$ cat src/sv/vlid_pkg.sv
// ----------------------------------------------------------------------------
// vlid_pkg
// Shared types, constants and the opcode table of the instruction decoder.
// ----------------------------------------------------------------------------
package vlid_pkg;

	typedef enum logic [1:0] {
		KIND_OPERAND = 2'd0,
		KIND_BRANCH  = 2'd1,
		KIND_END     = 2'd2,
		KIND_UNDEF   = 2'd3
	} kind_t;

	typedef enum logic [1:0] {
		PH_OPC  = 2'd0,
		PH_SPEC = 2'd1,
		PH_EXT  = 2'd2,
		PH_BR   = 2'd3
	} phase_t;

	localparam logic [5:0] MAX_LEN   = 6'h3F;
	localparam logic [3:0] REG_PC    = 4'd15;
	localparam logic [3:0] MODE_INDEX = 4'd4;
	localparam logic [3:0] MODE_IMM   = 4'd8;
	localparam logic [3:0] MODE_ABS   = 4'd9;

	typedef struct packed {
		logic [1:0]  kind;
		logic [31:0] instr_addr;
		logic [7:0]  opcode;
		logic [2:0]  operand_index;
		logic [3:0]  spec_mode;
		logic [3:0]  base_reg;
		logic        index_used;
		logic [3:0]  index_reg;
		logic [31:0] value;
		logic        value_is_address;
		logic [5:0]  length;
		logic        last;
	} rec_t;

	// Entry: bit 7 defined, bits 2:0 operand count, bits 4:3 size code,
	// bits 6:5 branch displacement bytes.
	localparam logic [7:0] OPTAB [256] = '{
		8'h90,8'h90,8'h90,8'h90,8'h90,8'h90,8'h00,8'h00,
		8'h00,8'h00,8'h96,8'h00,8'h83,8'h83,8'h82,8'h82,
		8'hB0,8'hB0,8'hB0,8'hB0,8'hB0,8'hB0,8'h81,8'h81,
		8'hB0,8'hB0,8'hB0,8'hB0,8'hB0,8'hB0,8'hB0,8'hB0,
		8'h00,8'h00,8'h00,8'h00,8'h00,8'h00,8'h00,8'h00,
		8'h83,8'h83,8'h84,8'h84,8'h85,8'h85,8'h86,8'h86,
		8'hD0,8'hD0,8'h8A,8'h8A,8'h00,8'h00,8'h00,8'h00,
		8'h00,8'h84,8'h83,8'h83,8'h8A,8'hCB,8'h8A,8'h89,
		8'h92,8'h93,8'h92,8'h93,8'h92,8'h93,8'h92,8'h93,
		8'h92,8'h92,8'h92,8'h92,8'h82,8'h8A,8'h92,8'hD3,
		8'h92,8'h92,8'h92,8'h91,8'h95,8'h93,8'h92,8'h00,
		8'h8A,8'h00,8'h00,8'h00,8'h82,8'h82,8'h9A,8'h9A,
		8'h9A,8'h9B,8'h9A,8'h9B,8'h9A,8'h9B,8'h9A,8'h9B,
		8'h9A,8'h9A,8'h9A,8'h9A,8'h82,8'h8A,8'h92,8'hDB,
		8'h9A,8'h9A,8'h9A,8'h99,8'h9D,8'h9B,8'h9A,8'h00,
		8'h93,8'h9B,8'h94,8'h94,8'h99,8'h9A,8'h9A,8'h99,
		8'h82,8'h83,8'h82,8'h83,8'h82,8'h83,8'h82,8'h83,
		8'h82,8'h83,8'h82,8'h83,8'h82,8'h83,8'h82,8'h83,
		8'h82,8'h82,8'h82,8'h82,8'h81,8'h81,8'h81,8'h81,
		8'h82,8'h82,8'h82,8'h82,8'h93,8'hC3,8'h82,8'h81,
		8'h8A,8'h8B,8'h8A,8'h8B,8'h8A,8'h8B,8'h8A,8'h8B,
		8'h8A,8'h8B,8'h8A,8'h8B,8'h8A,8'h8B,8'h8A,8'h8B,
		8'h8A,8'h8A,8'h8A,8'h8A,8'h89,8'h89,8'h89,8'h89,
		8'h89,8'h89,8'h89,8'h89,8'h89,8'h89,8'h89,8'h89,
		8'h92,8'h93,8'h92,8'h93,8'h92,8'h93,8'h92,8'h93,
		8'h92,8'h93,8'h92,8'h93,8'h92,8'h93,8'h92,8'h93,
		8'h92,8'h92,8'h92,8'h92,8'h91,8'h91,8'h91,8'h91,
		8'h92,8'h92,8'h00,8'h00,8'h91,8'h91,8'h92,8'h91,
		8'hB2,8'hB2,8'hB2,8'hB2,8'hB2,8'hB2,8'hB2,8'hB2,
		8'hB1,8'hB1,8'h94,8'h94,8'h94,8'h94,8'h94,8'h94,
		8'h94,8'hD3,8'hB2,8'hB2,8'hB1,8'hB1,8'h92,8'h92,
		8'h00,8'h00,8'h92,8'h92,8'h90,8'h00,8'h00,8'h00
	};

	// Number of extension bytes that follow a base specifier.
	function automatic logic [3:0] ext_len(input logic [3:0] mode, input logic [3:0] rg,
		input logic [1:0] size_code);
		logic [3:0] len;
		begin
			case (mode)
				4'd8:         len = (rg == REG_PC) ? (4'd1 << size_code) : 4'd0;
				4'd9:         len = (rg == REG_PC) ? 4'd4 : 4'd0;
				4'd10, 4'd11: len = 4'd1;
				4'd12, 4'd13: len = 4'd2;
				4'd14, 4'd15: len = 4'd4;
				default:      len = 4'd0;
			endcase
			return len;
		end
	endfunction

endpackage

$ cat src/sv/vlid_parse.sv
// ----------------------------------------------------------------------------
// vlid_parse
// Parse state and combinational record generation for each byte transfer.
// ----------------------------------------------------------------------------
module vlid_parse #(
	parameter int ADDR_WIDTH = 32
) (
	input  logic             clk,
	input  logic             arst_n,
	input  logic             acc,
	input  logic [7:0]       code_byte,
	input  logic [31:0]      byte_addr,
	input  logic             restart,
	output vlid_pkg::rec_t   rec0,
	output vlid_pkg::rec_t   rec1,
	output logic [1:0]       nrec
);
	import vlid_pkg::*;

	localparam int AW = (ADDR_WIDTH < 32) ? ADDR_WIDTH : 32;

	logic [AW-1:0] start_q, start_d;
	logic [7:0]    opc_q, opc_d;
	phase_t        phase_q, phase_d;
	logic [2:0]    ol_q, ol_d, pos_q, pos_d;
	logic [3:0]    fbl_q, fbl_d;
	logic [31:0]   acc_q, acc_d;
	logic [3:0]    hm_q, hm_d, hr_q, hr_d;
	logic [4:0]    hidx_q, hidx_d;
	logic [5:0]    bc_q, bc_d;

	logic [AW-1:0] addr, nxt;
	logic [7:0]    ent_b, ent_q;
	rec_t          r [2];
	logic [1:0]    n;

	assign addr  = byte_addr[AW-1:0];
	assign nxt   = addr + AW'(1);
	assign ent_b = OPTAB[code_byte];
	assign ent_q = OPTAB[opc_q];

	function automatic rec_t mk(input logic [1:0] kd, input logic [AW-1:0] ia,
		input logic [7:0] op, input logic [2:0] opi, input logic [3:0] md,
		input logic [3:0] rg, input logic [4:0] ix, input logic [31:0] val,
		input logic isa, input logic [5:0] len);
		rec_t x;
		begin
			x.kind             = kd;
			x.instr_addr       = 32'(ia);
			x.opcode           = op;
			x.operand_index    = opi;
			x.spec_mode        = md;
			x.base_reg         = rg;
			x.index_used       = ix[4];
			x.index_reg        = ix[4] ? ix[3:0] : 4'd0;
			x.value            = val;
			x.value_is_address = isa;
			x.length           = len;
			x.last             = 1'b0;
			return x;
		end
	endfunction

	always_comb begin
		logic [3:0]  len, total, fbl, bpos;
		logic [31:0] accn, sx;
		logic [31:0] val;
		logic        isa, fin;
		start_d = start_q; opc_d = opc_q; phase_d = phase_q; ol_d = ol_q; pos_d = pos_q;
		fbl_d = fbl_q; acc_d = acc_q; hm_d = hm_q; hr_d = hr_q; hidx_d = hidx_q; bc_d = bc_q;
		r[0] = '0; r[1] = '0; n = 2'd0;
		len = '0; total = '0; fbl = '0; bpos = '0; accn = '0; sx = '0;
		val = '0; isa = 1'b0; fin = 1'b0;
		if (restart) phase_d = PH_OPC;
		if (phase_d == PH_OPC) begin
			start_d = addr; opc_d = code_byte; bc_d = 6'd1; hidx_d = '0; pos_d = '0;
			if (!ent_b[7]) begin
				r[0] = mk(KIND_UNDEF, addr, code_byte, '0, '0, '0, '0, '0, 1'b0, 6'd1);
				n = 2'd1;
			end else begin
				ol_d = ent_b[2:0];
				if (ent_b[2:0] != 3'd0) phase_d = PH_SPEC;
				else if (ent_b[6:5] != 2'd0) begin
					phase_d = PH_BR; fbl_d = {2'b00, ent_b[6:5]}; acc_d = '0;
				end else begin
					r[0] = mk(KIND_END, addr, code_byte, '0, '0, '0, '0, '0, 1'b0, 6'd1);
					n = 2'd1;
				end
			end
		end else begin
			if (bc_q < MAX_LEN) bc_d = bc_q + 6'd1;
			if (phase_d == PH_SPEC) begin
				if (code_byte[7:4] == MODE_INDEX) begin
					hidx_d = {1'b1, code_byte[3:0]};
				end else begin
					hm_d = code_byte[7:4]; hr_d = code_byte[3:0];
					len = ext_len(code_byte[7:4], code_byte[3:0], ent_q[4:3]);
					if (len == 4'd0) begin
						fin = 1'b1;
						val = (code_byte[7:4] < MODE_INDEX) ? {26'd0, code_byte[5:0]} : 32'd0;
					end else begin
						fbl_d = len; acc_d = '0; phase_d = PH_EXT;
					end
				end
			end else begin
				total = (phase_d == PH_EXT) ? ext_len(hm_q, hr_q, ent_q[4:3])
				                            : {2'b00, ent_q[6:5]};
				fbl = (fbl_q == 4'd0 || fbl_q > total) ? total : fbl_q;
				bpos = total - fbl;
				accn = acc_q;
				if (bpos < 4'd4) accn = acc_q | (32'(code_byte) << {bpos[1:0], 3'b000});
				acc_d = accn;
				fbl_d = fbl - 4'd1;
				if (total == 4'd1)      sx = {{24{accn[7]}}, accn[7:0]};
				else if (total == 4'd2) sx = {{16{accn[15]}}, accn[15:0]};
				else                    sx = accn;
				if (fbl_d == 4'd0) begin
					if (phase_d == PH_BR) begin
						r[0] = mk(KIND_BRANCH, start_q, opc_q, '0, '0, '0, '0,
							32'(nxt + sx[AW-1:0]), 1'b1, '0);
						r[1] = mk(KIND_END, start_q, opc_q, '0, '0, '0, '0, '0, 1'b0, bc_d);
						n = 2'd2;
						phase_d = PH_OPC;
					end else begin
						fin = 1'b1;
						if (hm_q == MODE_IMM) val = accn;
						else if (hm_q == MODE_ABS) begin
							val = 32'(accn[AW-1:0]); isa = 1'b1;
						end else if (hr_q == REG_PC) begin
							val = 32'(nxt + sx[AW-1:0]); isa = 1'b1;
						end else val = sx;
					end
				end
			end
			if (fin) begin
				r[0] = mk(KIND_OPERAND, start_q, opc_q, pos_q, hm_d, hr_d, hidx_q, val, isa, '0);
				n = 2'd1;
				pos_d = pos_q + 3'd1;
				hidx_d = '0;
				ol_d = ol_q - 3'd1;
				if (ol_d != 3'd0) phase_d = PH_SPEC;
				else if (ent_q[6:5] != 2'd0) begin
					phase_d = PH_BR; fbl_d = {2'b00, ent_q[6:5]}; acc_d = '0;
				end else begin
					r[1] = mk(KIND_END, start_q, opc_q, '0, '0, '0, '0, '0, 1'b0, bc_d);
					n = 2'd2;
					phase_d = PH_OPC;
				end
			end
		end
		if (n == 2'd1) r[0].last = 1'b1;
		if (n == 2'd2) r[1].last = 1'b1;
	end

	assign rec0 = r[0];
	assign rec1 = r[1];
	assign nrec = acc ? n : 2'd0;

	always_ff @(posedge clk or negedge arst_n) begin
		if (!arst_n) begin
			start_q <= '0; opc_q <= '0; phase_q <= PH_OPC; ol_q <= '0; pos_q <= '0;
			fbl_q <= '0; acc_q <= '0; hm_q <= '0; hr_q <= '0; hidx_q <= '0; bc_q <= '0;
		end else if (acc) begin
			start_q <= start_d; opc_q <= opc_d; phase_q <= phase_d; ol_q <= ol_d;
			pos_q <= pos_d; fbl_q <= fbl_d; acc_q <= acc_d; hm_q <= hm_d; hr_q <= hr_d;
			hidx_q <= hidx_d; bc_q <= bc_d;
		end
	end

endmodule

$ cat src/sv/vlid_outq.sv
// ----------------------------------------------------------------------------
// vlid_outq
// Four-entry result queue taking up to two records per cycle, one out unless stalled.
// ----------------------------------------------------------------------------
module vlid_outq (
	input  logic            clk,
	input  logic            arst_n,
	input  vlid_pkg::rec_t  rec0,
	input  vlid_pkg::rec_t  rec1,
	input  logic [1:0]      nrec,
	output logic            full,
	output logic            valid,
	input  logic            stall,
	output vlid_pkg::rec_t  head
);
	import vlid_pkg::*;

	rec_t       q_q [4];
	logic [1:0] wp_q, rp_q;
	logic [2:0] cnt_q;
	logic       pop;

	// Room for two records is kept so that any byte can be taken.
	assign full  = cnt_q > 3'd2;
	assign valid = cnt_q != 3'd0;
	assign head  = q_q[rp_q];
	assign pop   = valid && !stall;

	always_ff @(posedge clk) begin
		if (nrec != 2'd0) q_q[wp_q] <= rec0;
		if (nrec == 2'd2) q_q[wp_q + 2'd1] <= rec1;
	end

	always_ff @(posedge clk or negedge arst_n) begin
		if (!arst_n) begin
			wp_q <= '0; rp_q <= '0; cnt_q <= '0;
		end else begin
			wp_q  <= wp_q + nrec;
			rp_q  <= rp_q + 2'(pop);
			cnt_q <= cnt_q + 3'(nrec) - 3'(pop);
		end
	end

endmodule

$ cat src/sv/variable_length_instruction_decoder.sv
// ----------------------------------------------------------------------------
// variable_length_instruction_decoder
// Byte-serial decoder of opcodes, operand specifiers and branch displacements.
// ----------------------------------------------------------------------------
// One code byte is taken per clock cycle while in_stall is low. Each byte is parsed
// in the cycle of its transfer and yields zero, one or two records, which enter a
// four-entry result queue; records leave at one per cycle while out_stall is low,
// so the byte rate is one per cycle as long as the queue drains at least as fast as
// records are made. in_stall rises while fewer than two queue entries are free.
module variable_length_instruction_decoder #(
	parameter int ADDR_WIDTH = 32
) (
	input  logic        clk,
	input  logic        arst_n,
	input  logic        in_valid,
	output logic        in_stall,
	input  logic [7:0]  code_byte,
	input  logic [31:0] byte_addr,
	input  logic        restart,
	output logic        out_valid,
	input  logic        out_stall,
	output logic [1:0]  kind,
	output logic [31:0] instr_addr,
	output logic [7:0]  opcode,
	output logic [2:0]  operand_index,
	output logic [3:0]  spec_mode,
	output logic [3:0]  base_reg,
	output logic        index_used,
	output logic [3:0]  index_reg,
	output logic [31:0] value,
	output logic        value_is_address,
	output logic [5:0]  length,
	output logic        last
);
	import vlid_pkg::*;

	rec_t       rec0, rec1, head;
	logic [1:0] nrec;
	logic       full;

	assign in_stall = full;

	vlid_parse #(.ADDR_WIDTH(ADDR_WIDTH)) u_parse (
		.clk(clk), .arst_n(arst_n), .acc(in_valid && !full),
		.code_byte(code_byte), .byte_addr(byte_addr), .restart(restart),
		.rec0(rec0), .rec1(rec1), .nrec(nrec)
	);

	vlid_outq u_outq (
		.clk(clk), .arst_n(arst_n), .rec0(rec0), .rec1(rec1), .nrec(nrec),
		.full(full), .valid(out_valid), .stall(out_stall), .head(head)
	);

	assign kind             = head.kind;
	assign instr_addr       = head.instr_addr;
	assign opcode           = head.opcode;
	assign operand_index    = head.operand_index;
	assign spec_mode        = head.spec_mode;
	assign base_reg         = head.base_reg;
	assign index_used       = head.index_used;
	assign index_reg        = head.index_reg;
	assign value            = head.value;
	assign value_is_address = head.value_is_address;
	assign length           = head.length;
	assign last             = head.last;

endmodule
$ cat config.mk
export PLATFORM = sky130hd
export DESIGN_NAME = variable_length_instruction_decoder
export DESIGN_NICKNAME = d
export VERILOG_FILES = /design/src/sv/vlid_pkg.sv /design/src/sv/vlid_parse.sv /design/src/sv/vlid_outq.sv /design/src/sv/variable_length_instruction_decoder.sv
export SDC_FILE = /design/constraint.sdc
export NUM_CORES = 1
export LEC_CHECK = 0
export ABC_AREA = 1
export CAP_MARGIN = 20
export CORE_MARGIN = 8
export CORE_UTILIZATION = 50
export CTS_BUF_LIST = sky130_fd_sc_hd__clkbuf_2 sky130_fd_sc_hd__clkbuf_4 sky130_fd_sc_hd__clkbuf_8
export CTS_CLUSTER_SIZE = 40
export DETAILED_ROUTE_END_ITERATION = 12
export DONT_BUFFER_PORTS = 1
export GPL_ROUTABILITY_DRIVEN = 0
export RECOVER_POWER = 25
export REMOVE_ABC_BUFFERS = 1
export SLEW_MARGIN = 40
export SYNTH_ARGS = -nofsm -noshare
export SYNTH_HDL_FRONTEND = slang
export SYNTH_SLANG_ARGS = --single-unit
$ cat constraint.sdc
create_clock -name clk -period 9.35 [get_ports clk]
set_input_delay 1.87 -clock clk [delete_from_list [all_inputs] [get_ports clk]]
set_output_delay 1.87 -clock clk [all_outputs]
set_load 0.01 [all_outputs]
==> results_dict.tcl <==
set metrics [dict create \
    cts.sinks 502 \
    core-area_sq_um 56400 \
    clk_latency_ps 700 \
    power.density_nw_per_um2 378 \
    viasPerCell 6.27 \
    clockBufferDepth 3 \
    detail-route-antenna-nets 0 \
    gr-usage-met2 0.500 \
    ys_seq_elements 502 \
    total_power_uw 11600 \
    fin_cells 4513 \
    crit_path_start_kind "primary input" \
    portBuffers 0 \
    syn2layout_area_growth_pct 7.48 \
    met1_usage 0.424 \
    clk_pin_slew_ps 60 \
    cap_violations 5 \
    yosys-top-cells-area "edfxtp_1 20%, dfxtp_1 14%, nand3_1 10%, dfrtp_1 9.7%, nand2_1 9.4%" \
    cts_tree "done" \
    grt_pass1_wl_microns 160000 \
    vias 28277 \
    synth_area_leader_cell "edfxtp_1" \
    final_common_cell "nand2_1" \
    slowest_stage "nor4_1" \
    synthFlopType "dfxtp_1" \
    fin_crit_ps 8590 \
    synth_warnings 0 \
    cp.required_ps 9970 \
    finClkSkew_ps 33.9 \
    rsz0062_at_grt "false" \
    drc 0 \
    nNetsFinal 3796 \
    outcome "finished, violations left" \
    report.final.slew_viol_count 360 \
    initial_utilization 0.505 \
    cts-resized-gates 0 \
    die_w_microns 255 \
    yosys.area.top_type_share 0.203 \
    num_rows 87 \
    postCtsSetupRepairBufs 0 \
    layout_common_cells "704 x nand2_1, 575 x nand3_1, 447 x o21ai_0" \
    hold_buffers 0 \
    first_pass_iters 6 \
    wirelength_microns 106000 \
    antenna_found_initial 2 \
    synth.distinct_cells 57 \
    violations "max-capacitance violations, max-slew violations" \
    setup.worst_path.end_class "flip-flop" \
    timing.fmax_mhz 116 \
    avgSynthCellArea_sq_um 7.49 \
    cts-root-buf "clkbuf_8" \
    syn_inst 3800 \
    grt_util_met3 0.0712 \
    worstSetupPathType "in2reg" \
    critPathMaxStageDelay_ps 450 \
    drt-initial-drc-count 3419 \
    cts-buffers-inserted 89 \
    dp.cells 4346 \
    cp_max_fo 12 \
    finalHoldViolCount 0 \
    hold_class "reg2reg" \
    ioPinCount 145 \
    synth_edf_count 192 \
    async_flop_share 0.219 \
    grt_max_degree 116 \
    p_leak_uw 0.0131 \
    syn_area_sq_um 28500 \
    grt_pass1_vias 26696 \
    vdd_ir_drop_max_mv 0.223 \
    cp_common_cell "nand2_1" \
    grt.busiest_layer "met2" \
    die_area_sq_um 64800 \
    arrival_ps 9210 \
    avgRoutedWirePerCell_microns 23.6 \
    ys_seq_area_frac 0.440 \
    h-tree-depth 3 \
    post-route-period-util 0.918 \
    max_slew.worst_pin.slew_ps 4100 \
    track_usage 0.320 \
    dpl.hpwl_microns 66600 \
    relSlewSlack -1.73 \
    overflow 0 \
    finalSetupViolCount 0 \
    drive_gt1_frac 0.0746 \
    fp.dieH_microns 255 \
]
[through the flow]
step	utilization	setup TNS, ps	area, sq um	hold WS, ps	worst slack [ps]
floorplan	-	-237020	27200	440	-1240
global placement	0.510	0	28700	450	633
detailed placement	0.511	0	28800	455	339
CTS	0.543	0	30600	463	1060
global route	0.542	0	30600	477	55.3
finish	0.542	0	30600	461	763
[state kept, by name, indices dropped and copies added (netlist names), 4 cells and up]
| signal | count |
|---|---|
| u_outq.q_q | 392 |
| u_parse.acc_q | 32 |
| u_parse.start_q | 32 |
| u_parse.opc_q | 8 |
| u_parse.bc_q | 6 |
| u_parse.hidx_q | 5 |
| u_parse.fbl_q | 4 |
| u_parse.hm_q | 4 |
| u_parse.hr_q | 4 |
[cells by family after synthesis]
| kind of cell | count (synthesis) | share of synthesized area |
|---|---|---|
| fa+ha+maj | 70 | 0.0316 |
| compound gates | 903 | 0.173 |
| simple gates | 1766 | 0.267 |
| buf+inv | 520 | 0.0765 |
| flops | 502 | 0.440 |
| xor+xnor | 38 | 0.0117 |
| mux | 1 | 0.000352 |
[worst max-delay path, delay by kind of cell]
kind / cells / cell delay (ps)
and+or+nand+nor: 22 / 3690
adders and majority gates: 4 / 1250
buffers and inverters: 7 / 830
AOI/OAI and AO/OA: 5 / 790
xor gates and xnor gates: 2 / 780
[Yosys cell counts, drive strengths merged (4+ instances only)]
library cell,count
o21ai,561
a22oi,34
a21oi,129
nor4,4
o22ai,133
ha,67
clkinv,7
dfrtp,110
buf,115
nand2,738
a31oi,4
o221ai,4
nand3,578
xnor2,9
clkbuf,157
xor2,29
nor2,379
o211ai,9
nand3b,4
a221oi,4
inv,241
nor3,38
dfxtp,200
edfxtp,192
nand4,21
[power by group]
group          internal [uW]  total, uW  leakage [uW]  switching (uW)
clock                   1150       2090      0.000974             940
sequential              2660       2940       0.00490             273
combinational           1740       6530       0.00721            4790
total                   5560      11600        0.0131            6000
[routing by layer]
metal / up-vias / wire length, microns
li1: 12841 / -
met1: 13489 / 42500
met2: 1672 / 47500
met3: 275 / 11900
met4: 0 / 4430
met5: - / 0
[layout make-up]
type / instances / area, sq um
multi-input combinational: 2778 / 13800
fill: 5443 / 25800
sequential: 502 / 12500
clock buffer: 145 / 1710
tap: 756 / 946
timing repair buffer: 62 / 541
inverter: 248 / 942
antenna: 3 / 7.51
clock inverter: 19 / 90.1
[path summary, 6_finish.rpt]
kind	start	to	slack [ps]	cells after the start
worst max-delay path	restart	u_outq.q_q[1][37]$_SDFFE_PP0P_	760	40
worst min-delay path	u_outq.q_q[2][48]$_SDFFE_PP0P_	u_outq.q_q[2][48]$_SDFFE_PP0P_	460	2
worst max register to register	u_parse.opc_q[2]$_DFFE_PN0P_	u_outq.q_q[1][37]$_SDFFE_PP0P_	880	46
worst min register to register	u_outq.q_q[2][48]$_SDFFE_PP0P_	u_outq.q_q[2][48]$_SDFFE_PP0P_	460	2
max in group asynchronous	arst_n	u_parse.start_q[17]$_DFFE_PN0P_	8210	0
min in group asynchronous	arst_n	u_parse.hr_q[2]$_DFFE_PN0P_	870	0
(Power assumes the default switching activity.)
